<file path="src/rtl/core/jcsp_pkg.sv">
// ----------------------------------------------------------------------------
// jcsp_pkg
// Types, codes and helpers shared by the JTAG command stream parser.
// ----------------------------------------------------------------------------
package jcsp_pkg;

    // Result kinds.
    localparam logic [1:0] KIND_PULSE = 2'd0;
    localparam logic [1:0] KIND_DELAY = 2'd1;
    localparam logic [1:0] KIND_ERROR = 2'd2;

    // Configuration register indexes.
    localparam int CFG_IDX_W = 1;
    localparam logic [CFG_IDX_W-1:0] CFG_OPCODE_DELAY = 1'b0;
    localparam logic [CFG_IDX_W-1:0] CFG_OPCODE_MULTI = 1'b1;
    localparam logic [7:0] OPCODE_DELAY_RST = 8'd1;
    localparam logic [7:0] OPCODE_MULTI_RST = 8'd2;

    // Delay flag byte bits.
    localparam int DLY_TMS_BIT  = 0;
    localparam int DLY_TCK_BIT  = 1;
    localparam int DLY_USEC_BIT = 2;

    // Delay count selection, taken from the TCK and microsecond flag bits.
    localparam logic [1:0] SEL_NONE = 2'b00;
    localparam logic [1:0] SEL_TCK  = 2'b01;
    localparam logic [1:0] SEL_USEC = 2'b10;
    localparam logic [1:0] SEL_BOTH = 2'b11;

    // Pulse byte bits.
    localparam int PLS_TMS_BIT    = 0;
    localparam int PLS_TDI_BIT    = 1;
    localparam int PLS_CHECK_BIT  = 2;
    localparam int PLS_EXPECT_BIT = 3;
    localparam int PLS_MARK_BIT   = 7;

    localparam logic [3:0] IDX_MAX        = 4'd15;
    localparam logic [3:0] IDX_FIRST_WORD = 4'd4;
    localparam logic [3:0] IDX_LAST_WORD  = 4'd8;

    localparam int QUEUE_DEPTH = 2;
    localparam int QUEUE_PTR_W = $clog2(QUEUE_DEPTH);
    localparam int QUEUE_CNT_W = $clog2(QUEUE_DEPTH + 1);

    // One classified stream item.
    typedef struct packed {
        logic       restart;
        logic       repeat_mark;  // Bit 7 clear: may be a repeat count.
        logic [7:0] data;
    } t_item;

    // Queue head as seen by the back end.
    typedef struct packed {
        logic  valid;
        t_item item;
    } t_queue_head;

    typedef struct packed {
        logic [1:0]  kind;
        logic        tms;
        logic        tdi;
        logic        tdo_check;
        logic        tdo_expect;
        logic [6:0]  repeat_res;
        logic [31:0] tck_count;
        logic [31:0] usec_count;
    } t_result;

    // Places one byte into one byte lane of a 32-bit word.
    function automatic logic [31:0] put_byte(input logic [31:0] word,
                                             input logic [1:0]  lane,
                                             input logic [7:0]  value);
        logic [31:0] res;
        res = word;
        for (int i = 0; i < 4; i++) begin
            if (lane == 2'(i)) begin
                res[8*i +: 8] = value;
            end
        end
        return res;
    endfunction

endpackage

</file>
<file path="src/rtl/core/jcsp_front.sv">
// ----------------------------------------------------------------------------
// jcsp_front
// Accepts stream requests, classifies them and holds them in a short queue.
// ----------------------------------------------------------------------------
module jcsp_front (
    input  logic                 i_clk,
    input  logic                 i_rst_n,
    input  logic                 i_in_valid,
    output logic                 o_in_stall,
    input  logic                 i_action,
    input  logic [7:0]           i_data,
    input  logic                 i_pop,
    output jcsp_pkg::t_queue_head o_head
);

    jcsp_pkg::t_item                       r_mem [jcsp_pkg::QUEUE_DEPTH];
    logic [jcsp_pkg::QUEUE_PTR_W-1:0]      r_wr_ptr;
    logic [jcsp_pkg::QUEUE_PTR_W-1:0]      r_rd_ptr;
    logic [jcsp_pkg::QUEUE_CNT_W-1:0]      r_count;
    logic [jcsp_pkg::QUEUE_CNT_W-1:0]      n_count;
    jcsp_pkg::t_item                       w_item;
    logic                                  w_push;
    logic                                  w_pop;

    assign o_in_stall = (r_count == jcsp_pkg::QUEUE_CNT_W'(jcsp_pkg::QUEUE_DEPTH));
    assign w_push     = i_in_valid && !o_in_stall;
    assign w_pop      = i_pop && (r_count != '0);

    always_comb begin
        w_item.restart     = i_action;
        w_item.repeat_mark = !i_data[jcsp_pkg::PLS_MARK_BIT];
        w_item.data        = i_data;
    end

    always_comb begin
        n_count = r_count;
        if (w_push && !w_pop) begin
            n_count = r_count + 1'b1;
        end else if (w_pop && !w_push) begin
            n_count = r_count - 1'b1;
        end
    end

    always_ff @(posedge i_clk) begin
        if (w_push) begin
            r_mem[r_wr_ptr] <= w_item;
        end
    end

    always_ff @(posedge i_clk) begin
        if (!i_rst_n) begin
            r_wr_ptr <= '0;
            r_rd_ptr <= '0;
            r_count  <= '0;
        end else begin
            r_count <= n_count;
            if (w_push) begin
                r_wr_ptr <= r_wr_ptr + 1'b1;
            end
            if (w_pop) begin
                r_rd_ptr <= r_rd_ptr + 1'b1;
            end
        end
    end

    assign o_head.valid = (r_count != '0);
    assign o_head.item  = r_mem[r_rd_ptr];

endmodule

</file>
<file path="src/rtl/core/jcsp_exec.sv">
// ----------------------------------------------------------------------------
// jcsp_exec
// Parser state machine: runs queued bytes and registers the pin operations.
// ----------------------------------------------------------------------------
module jcsp_exec (
    input  logic                                i_clk,
    input  logic                                i_rst_n,
    input  logic                                i_cfg_wr_en,
    input  logic [jcsp_pkg::CFG_IDX_W-1:0]      i_cfg_index,
    input  logic [7:0]                          i_cfg_data,
    input  jcsp_pkg::t_queue_head               i_head,
    output logic                                o_pop,
    output logic                                o_out_valid,
    input  logic                                i_out_stall,
    output jcsp_pkg::t_result                   o_result
);

    logic [7:0]        r_op_delay;
    logic [7:0]        r_op_multi;

    logic [7:0]        r_cmd,      n_cmd;
    logic [3:0]        r_idx,      n_idx;
    logic [2:0]        r_flags,    n_flags;
    logic [31:0]       r_tck,      n_tck;
    logic [31:0]       r_usec,     n_usec;
    logic [15:0]       r_total,    n_total;
    logic [16:0]       r_done,     n_done;
    logic [6:0]        r_pend,     n_pend;

    logic              r_out_valid;
    jcsp_pkg::t_result r_result;
    jcsp_pkg::t_result w_res;
    logic              w_has_res;
    logic [3:0]        w_idx_inc;
    logic [1:0]        w_sel;
    logic              w_delay_done;
    logic [6:0]        w_cnt;
    logic [7:0]        w_b;
    logic              w_can_take;

    assign w_can_take = !r_out_valid || !i_out_stall;
    assign o_pop      = i_head.valid && w_can_take;
    assign w_b        = i_head.item.data;
    assign w_idx_inc  = (r_idx == jcsp_pkg::IDX_MAX) ? r_idx : r_idx + 4'd1;

    always_comb begin
        n_cmd        = r_cmd;
        n_idx        = r_idx;
        n_flags      = r_flags;
        n_tck        = r_tck;
        n_usec       = r_usec;
        n_total      = r_total;
        n_done       = r_done;
        n_pend       = r_pend;
        w_res        = '0;
        w_has_res    = 1'b0;
        w_sel        = '0;
        w_delay_done = 1'b0;
        w_cnt        = '0;

        if (i_head.item.restart) begin
            n_cmd   = '0;
            n_idx   = '0;
            n_flags = '0;
            n_tck   = '0;
            n_usec  = '0;
            n_total = '0;
            n_done  = '0;
            n_pend  = '0;
        end else if (r_cmd == '0) begin
            n_cmd = w_b;
            n_idx = '0;
        end else if (r_cmd == r_op_delay) begin
            n_idx = w_idx_inc;
            if (r_idx == '0) begin
                n_flags = w_b[2:0];
                n_tck   = '0;
                n_usec  = '0;
            end else if (r_idx <= jcsp_pkg::IDX_FIRST_WORD) begin
                if (r_flags[jcsp_pkg::DLY_TCK_BIT]) begin
                    n_tck = jcsp_pkg::put_byte(r_tck, 2'(r_idx - 4'd1), w_b);
                end else begin
                    n_usec = jcsp_pkg::put_byte(r_usec, 2'(r_idx - 4'd1), w_b);
                end
            end else if (r_idx <= jcsp_pkg::IDX_LAST_WORD) begin
                n_usec = jcsp_pkg::put_byte(r_usec, 2'(r_idx - 4'd5), w_b);
            end
            w_sel = {n_flags[jcsp_pkg::DLY_USEC_BIT], n_flags[jcsp_pkg::DLY_TCK_BIT]};
            unique case (w_sel) inside
                jcsp_pkg::SEL_NONE: begin
                    w_delay_done = 1'b1;
                end
                jcsp_pkg::SEL_TCK, jcsp_pkg::SEL_USEC: begin
                    w_delay_done = (r_idx == jcsp_pkg::IDX_FIRST_WORD);
                end
                jcsp_pkg::SEL_BOTH: begin
                    w_delay_done = (r_idx == jcsp_pkg::IDX_LAST_WORD);
                end
                default: begin
                    w_delay_done = 1'b0;
                end
            endcase
            if (w_delay_done) begin
                w_has_res      = 1'b1;
                w_res.kind     = jcsp_pkg::KIND_DELAY;
                w_res.tms      = n_flags[jcsp_pkg::DLY_TMS_BIT];
                w_res.tck_count  = n_tck;
                w_res.usec_count = n_usec;
                n_cmd          = '0;
            end
        end else if (r_cmd == r_op_multi) begin
            n_idx = w_idx_inc;
            if (r_idx == 4'd0) begin
                n_total = {8'd0, w_b};
                n_done  = '0;
                n_pend  = '0;
            end else if (r_idx == 4'd1) begin
                n_total = {w_b, r_total[7:0]};
            end else begin
                if (r_pend == '0 && i_head.item.repeat_mark) begin
                    n_pend = w_b[6:0];
                end else begin
                    w_cnt            = (r_pend != '0) ? r_pend : 7'd1;
                    w_has_res        = 1'b1;
                    w_res.kind       = jcsp_pkg::KIND_PULSE;
                    w_res.tms        = w_b[jcsp_pkg::PLS_TMS_BIT];
                    w_res.tdi        = w_b[jcsp_pkg::PLS_TDI_BIT];
                    w_res.tdo_check  = w_b[jcsp_pkg::PLS_CHECK_BIT];
                    w_res.tdo_expect = w_b[jcsp_pkg::PLS_CHECK_BIT]
                                       & w_b[jcsp_pkg::PLS_EXPECT_BIT];
                    w_res.repeat_res = w_cnt;
                    n_done           = r_done + {10'd0, w_cnt};
                    n_pend           = '0;
                end
                // The command ends once the pulse total is covered.
                if (n_done >= {1'b0, r_total}) begin
                    n_cmd = '0;
                end
            end
        end else begin
            // Unknown command: sticky error, state left alone.
            w_has_res  = 1'b1;
            w_res.kind = jcsp_pkg::KIND_ERROR;
        end
    end

    always_ff @(posedge i_clk) begin
        if (!i_rst_n) begin
            r_op_delay <= jcsp_pkg::OPCODE_DELAY_RST;
            r_op_multi <= jcsp_pkg::OPCODE_MULTI_RST;
        end else if (i_cfg_wr_en) begin
            unique case (i_cfg_index)
                jcsp_pkg::CFG_OPCODE_DELAY: r_op_delay <= i_cfg_data;
                jcsp_pkg::CFG_OPCODE_MULTI: r_op_multi <= i_cfg_data;
                default: ;
            endcase
        end
    end

    always_ff @(posedge i_clk) begin
        if (!i_rst_n) begin
            r_cmd       <= '0;
            r_idx       <= '0;
            r_flags     <= '0;
            r_tck       <= '0;
            r_usec      <= '0;
            r_total     <= '0;
            r_done      <= '0;
            r_pend      <= '0;
            r_out_valid <= 1'b0;
        end else begin
            if (o_pop) begin
                r_cmd   <= n_cmd;
                r_idx   <= n_idx;
                r_flags <= n_flags;
                r_tck   <= n_tck;
                r_usec  <= n_usec;
                r_total <= n_total;
                r_done  <= n_done;
                r_pend  <= n_pend;
            end
            if (w_can_take) begin
                r_out_valid <= o_pop && w_has_res;
            end
        end
    end

    always_ff @(posedge i_clk) begin
        if (o_pop && w_has_res) begin
            r_result <= w_res;
        end
    end

    assign o_out_valid = r_out_valid;
    assign o_result    = r_result;

endmodule

</file>
<file path="src/rtl/core/jtag_command_stream_parser.sv">
// ----------------------------------------------------------------------------
// jtag_command_stream_parser
// Turns a JTAG command byte stream into delay and pulse-group pin operations.
// ----------------------------------------------------------------------------
// An accepted byte is written to a queue entry, and its result is then registered at the output.
// Throughput: one byte per cycle while the output is not stalled and the queue is not empty.
// A two-entry queue separates the input from the parser, and the output is registered.
// Reset (synchronous, active low) clears the queue, the parser state and the
// output valid, and loads the opcode registers with 1 (delay) and 2 (multi-pulse).
module jtag_command_stream_parser (
    input  logic                           i_clk,
    input  logic                           i_rst_n,
    input  logic                           i_cfg_wr_en,
    input  logic [jcsp_pkg::CFG_IDX_W-1:0] i_cfg_index,
    input  logic [7:0]                     i_cfg_data,
    input  logic                           i_in_valid,
    output logic                           o_in_stall,
    input  logic                           i_action,
    input  logic [7:0]                     i_data,
    output logic                           o_out_valid,
    input  logic                           i_out_stall,
    output logic [1:0]                     o_kind,
    output logic                           o_tms,
    output logic                           o_tdi,
    output logic                           o_tdo_check,
    output logic                           o_tdo_expect,
    output logic [6:0]                     o_repeat_res,
    output logic [31:0]                    o_tck_count,
    output logic [31:0]                    o_usec_count
);

    jcsp_pkg::t_queue_head w_head;
    jcsp_pkg::t_result     w_result;
    logic                  w_pop;

    jcsp_front u_front (
        .i_clk      (i_clk),
        .i_rst_n    (i_rst_n),
        .i_in_valid (i_in_valid),
        .o_in_stall (o_in_stall),
        .i_action   (i_action),
        .i_data     (i_data),
        .i_pop      (w_pop),
        .o_head     (w_head)
    );

    jcsp_exec u_exec (
        .i_clk       (i_clk),
        .i_rst_n     (i_rst_n),
        .i_cfg_wr_en (i_cfg_wr_en),
        .i_cfg_index (i_cfg_index),
        .i_cfg_data  (i_cfg_data),
        .i_head      (w_head),
        .o_pop       (w_pop),
        .o_out_valid (o_out_valid),
        .i_out_stall (i_out_stall),
        .o_result    (w_result)
    );

    assign o_kind       = w_result.kind;
    assign o_tms        = w_result.tms;
    assign o_tdi        = w_result.tdi;
    assign o_tdo_check  = w_result.tdo_check;
    assign o_tdo_expect = w_result.tdo_expect;
    assign o_repeat_res = w_result.repeat_res;
    assign o_tck_count  = w_result.tck_count;
    assign o_usec_count = w_result.usec_count;

endmodule

</file>
<file path="config.mk">
export PLATFORM = sky130hd
export DESIGN_NAME = jtag_command_stream_parser
export DESIGN_NICKNAME = d
export VERILOG_FILES = /design/src/rtl/core/jcsp_pkg.sv /design/src/rtl/core/jcsp_front.sv /design/src/rtl/core/jcsp_exec.sv /design/src/rtl/core/jtag_command_stream_parser.sv
export SDC_FILE = /design/constraint.sdc
export NUM_CORES = 1
export LEC_CHECK = 0
export BUFFER_PORTS_ARGS = -buffer_cell sky130_fd_sc_hd__buf_2
export CORE_MARGIN = 5
export CORE_UTILIZATION = 32
export CTS_BUF_LIST = sky130_fd_sc_hd__clkbuf_16
export DETAILED_ROUTE_END_ITERATION = 7
export SLEW_MARGIN = 10
export SYNTH_ARGS = -nofsm -noshare
export SYNTH_HDL_FRONTEND = slang
export SYNTH_SLANG_ARGS = --single-unit
</file>
<file path="constraint.sdc">
create_clock -name i_clk -period 8.61 [get_ports i_clk]
set_input_delay 0.861 -clock i_clk [delete_from_list [all_inputs] [get_ports i_clk]]
set_output_delay 0.861 -clock i_clk [all_outputs]
set_load 0.05 [all_outputs]
</file>
==> flow_metrics.py <==
metrics = {
    "routing": {
        "drt-pass1-iter-count": 5,
        "drt-vias-per-instance": 5.23,
        "detail_route.wirelength_um": 28700,
        "antenna_left": 0,
        "drtIter0Drc": 764,
        "vias": 8339,
        "avgRoutedWirePerCell_um": 18.0,
        "drcViolationCount": 0,
    },
    "die": {
        "fp.dieW_um": 194,
        "initial_core_util_pct": 32.3,
        "dieArea_um2": 37600,
        "rows": 67,
        "io_pins": 102,
        "coreArea_um2": 33400,
        "fp.dieH_um": 194,
    },
    "synth": {
        "ys_seq_area_share_pct": 53.0,
        "synth_xor_area_share_pct": 2.74,
        "synth-adder-area-share_pct": 4.00,
        "yosysWarnings": 0,
        "netlist_instances": 1055,
        "yosysUniqueCellTypes": 68,
        "synth_compound_area_share_pct": 19.5,
        "synth-main-ff-cell": "dfxtp_1",
        "netlist_area_um2": 10800,
        "synth_edf_count": 97,
        "synthArstFlopShare_pct": 0,
        "synthMuxAreaShare_pct": 2.42,
        "ys_ff_latch": 238,
        "synth-simple-area-share_pct": 14.5,
        "syn_area_per_cell_um2": 10.3,
        "synth_top_family_by_area": "compound AO/OA/AOI/OAI gates",
        "syn-num-nets": 1112,
    },
    "final_layout": {
        "fin_util_pct": 37.6,
        "syn_to_final_growth_pct": 16.2,
        "drive_gt1_share_pct": 17.2,
        "diodes": 0,
        "nets": 1182,
        "n_fill_cell": 3337,
    },
    "timing": {
        "worst_pin_slew_ns": 1.19,
        "timing.final.max_slew_violations": 0,
        "max_clock_freq_mhz": 237,
        "fin_worst_skew_ns": 0.0212,
        "timing.final.crit_period_ns": 4.21,
        "period_share_pct": 48.9,
        "slew_headroom_pct": 18.8,
        "setup_viol": 0,
        "hold_viol_final": 0,
        "fin_worst_hold_slack_ns": 0.457,
        "rsz0062_at_grt": "no",
        "tns_ns": 0,
    },
    "clock_network": {
        "clock_latency_ns": 0.54,
        "clk_path_buf_depth": 3,
        "clock-root-buffer": "clkbuf_16",
        "cts_buffers": 27,
        "clkSinkCount": 238,
        "post-cts-setup-buffers": 0,
        "path_clk_slew_ns": 0.06,
        "htreeDepth": 1,
        "postCtsHoldBufs": 0,
        "postCtsResizedCells": 0,
        "cts_tree": "built",
    },
    "run": {
        "drv_cap": 0,
    },
    "setup_path": {
        "crit_buf_inv": 0,
        "crit_chain": "or4_4 -> o21ai_0 -> ha_1 -> fa_1 -> a211oi_1 -> o21ai_0 -> nand3_1 -> nor2_1 -> xor2_1 -> ha_1 -> nand4_1 -> nor4_1 -> a22oi_1 -> a31oi_4 -> o22ai_1",
        "cp-start-kind": "flip-flop",
        "crit_path_max_incr_delay_ns": 0.55,
        "cp_max_fo": 8,
        "critical_path_class": "reg -> reg",
        "arrival_ns": 4.58,
        "setup.worst_path.end_class": "flip-flop",
        "path_delay_family": "simple AND/OR/NAND/NOR gates",
        "slowest_stage": "or4_4",
        "cp.required_ns": 8.97,
    },
    "global_route": {
        "grt_start_max_net_pins": 84,
        "antenna_found_initial": 2,
        "grt-ovfl-total": 0,
        "grt_pass1_wl_um": 45300,
        "grt_pass1_vias": 8063,
        "track_usage_pct": 14.6,
    },
    "place": {
        "port_buffers": 101,
        "gp_congestion": 0.845,
        "hpwl_um": 19000,
    },
    "pwr": {
        "ir_drop_mv": 0.211,
        "leakagePower_nw": 4.45,
        "p_per_area_nw_per_um2": 311,
    },
    "run_status": {
        "status": "completed",
    },
    "worst_hold_path": {
        "hold_path.class": "reg -> reg",
    },
}
## metal layers
metal,GRT usage (%),wire (um),vias to the layer above
met1,21.1,13400,3992
met4,3.80,695,2
li1,-,-,4054
met3,2.10,1660,38
met5,0,13,-
met2,23.0,13000,253
## through the flow
stage                     instance area, um^2  setup slack (ns)  power (mW)  cells
after floorplan                         10800              2.12        2.43   1055
after global placement                  11700              4.53        2.80   1544
after detailed placement                11700              4.44        2.81   1544
after CTS                               12600              4.43        3.93   1594
after global routing                    12600              3.94        4.08   1594
final                                   12600              4.40        3.90   1594
## logic make-up after synthesis
| group | after synthesis |
|---|---|
| flops | 238 |
| fa+ha+maj | 34 |
| simple gates | 344 |
| xor+xnor | 33 |
| mux | 25 |
| buf+inv | 100 |
| compound gates | 281 |
## flip-flops by register name, summed over array words and instances (netlist names), 16 cells and up, named ones only
| register | flops |
|---|---|
| u_exec.o_result | 77 |
| u_exec.r_done | 17 |
| u_exec.r_tck | 32 |
| u_exec.r_total | 16 |
| u_exec.r_usec | 32 |
| u_front.r_mem | 20 |
## final timing paths
| kind | startpoint | to | slack [ns] | cells after the start |
|---|---|---|---|---|
| setup / recovery | u_exec.r_pend[2] | u_exec.r_cmd[4] | 4.40 | 15 |
| hold reg to reg | u_exec.r_total[7] | u_exec.r_total[7] | 0.46 | 1 |
| setup reg to reg | u_exec.r_pend[2] | u_exec.r_cmd[4] | 4.40 | 15 |
| hold / removal | u_exec.r_total[7] | u_exec.r_total[7] | 0.46 | 1 |
## layout make-up
type	instances	area (um^2)	share of cell area, %
Clock inverter	22	163	1.29
Clock buffer	28	701	5.58
Inverter	28	105	0.837
Timing Repair Buffer	113	596	4.74
Multi-Input combinational cell	717	4700	37.4
Tap cell	448	561	4.46
Sequential cell	238	5740	45.7
## placed cells by master (no fill, tap or decap), drive strengths merged, types with 3 or more instances in the layout
| cell | n |
|---|---|
| a21oi | 47 |
| a21o | 6 |
| o32ai | 65 |
| nor2 | 92 |
| xnor2 | 13 |
| mux2i | 16 |
| o22ai | 8 |
| and3 | 6 |
| dfxtp | 141 |
| a22o | 19 |
| mux2 | 9 |
| nand2 | 149 |
| or3 | 7 |
| a211oi | 68 |
| nand3 | 21 |
| and2 | 19 |
| a31oi | 7 |
| nand4 | 8 |
| o211ai | 4 |
| o2bb2ai | 7 |
| o21a | 4 |
| nor3 | 13 |
| xor2 | 20 |
| inv | 37 |
| o21ai | 30 |
| ha | 33 |
| or2 | 4 |
| nand2b | 8 |
| or4 | 3 |
| edfxtp | 97 |
| clkbuf | 28 |
| buf | 113 |
| nor4 | 6 |
| clkinv | 10 |
## cell usage after synthesis (5+ instances only)
cell         n  area [um^2]
a211oi_1    68          510
a21o_1       6         45.0
a21oi_1     37          185
a21oi_2     10         87.6
a22o_1      19          166
a31oi_1      5         31.3
and2_1      19          119
and3_1       6         37.5
buf_1        8         30.0
buf_2       17         85.1
clkbuf_1    44          165
dfxtp_1    141         2820
edfxtp_1    97         2910
ha_1        33          413
inv_1       26         97.6
mux2_2       9          101
mux2i_1     16          160
nand2_1    149          559
nand2b_1     8         50.1
nand3_1     20          100
nand4_1      7         43.8
nor2_1      92          345
nor3_1      11         55.1
o21ai_0     26          130
o22ai_1      7         43.8
o2bb2ai_1    7         61.3
o32ai_1     65          569
or3_1        7         43.8
xnor2_1     13          114
xor2_1      19          166
## power breakdown
part           switching [mW]  internal [mW]  total (mW)
logic                    1.04          0.315        1.36
clock network           0.457          0.650        1.11
registers              0.0837           1.36        1.44
total                    1.58           2.32        3.90
(Power assumes the default switching activity.)
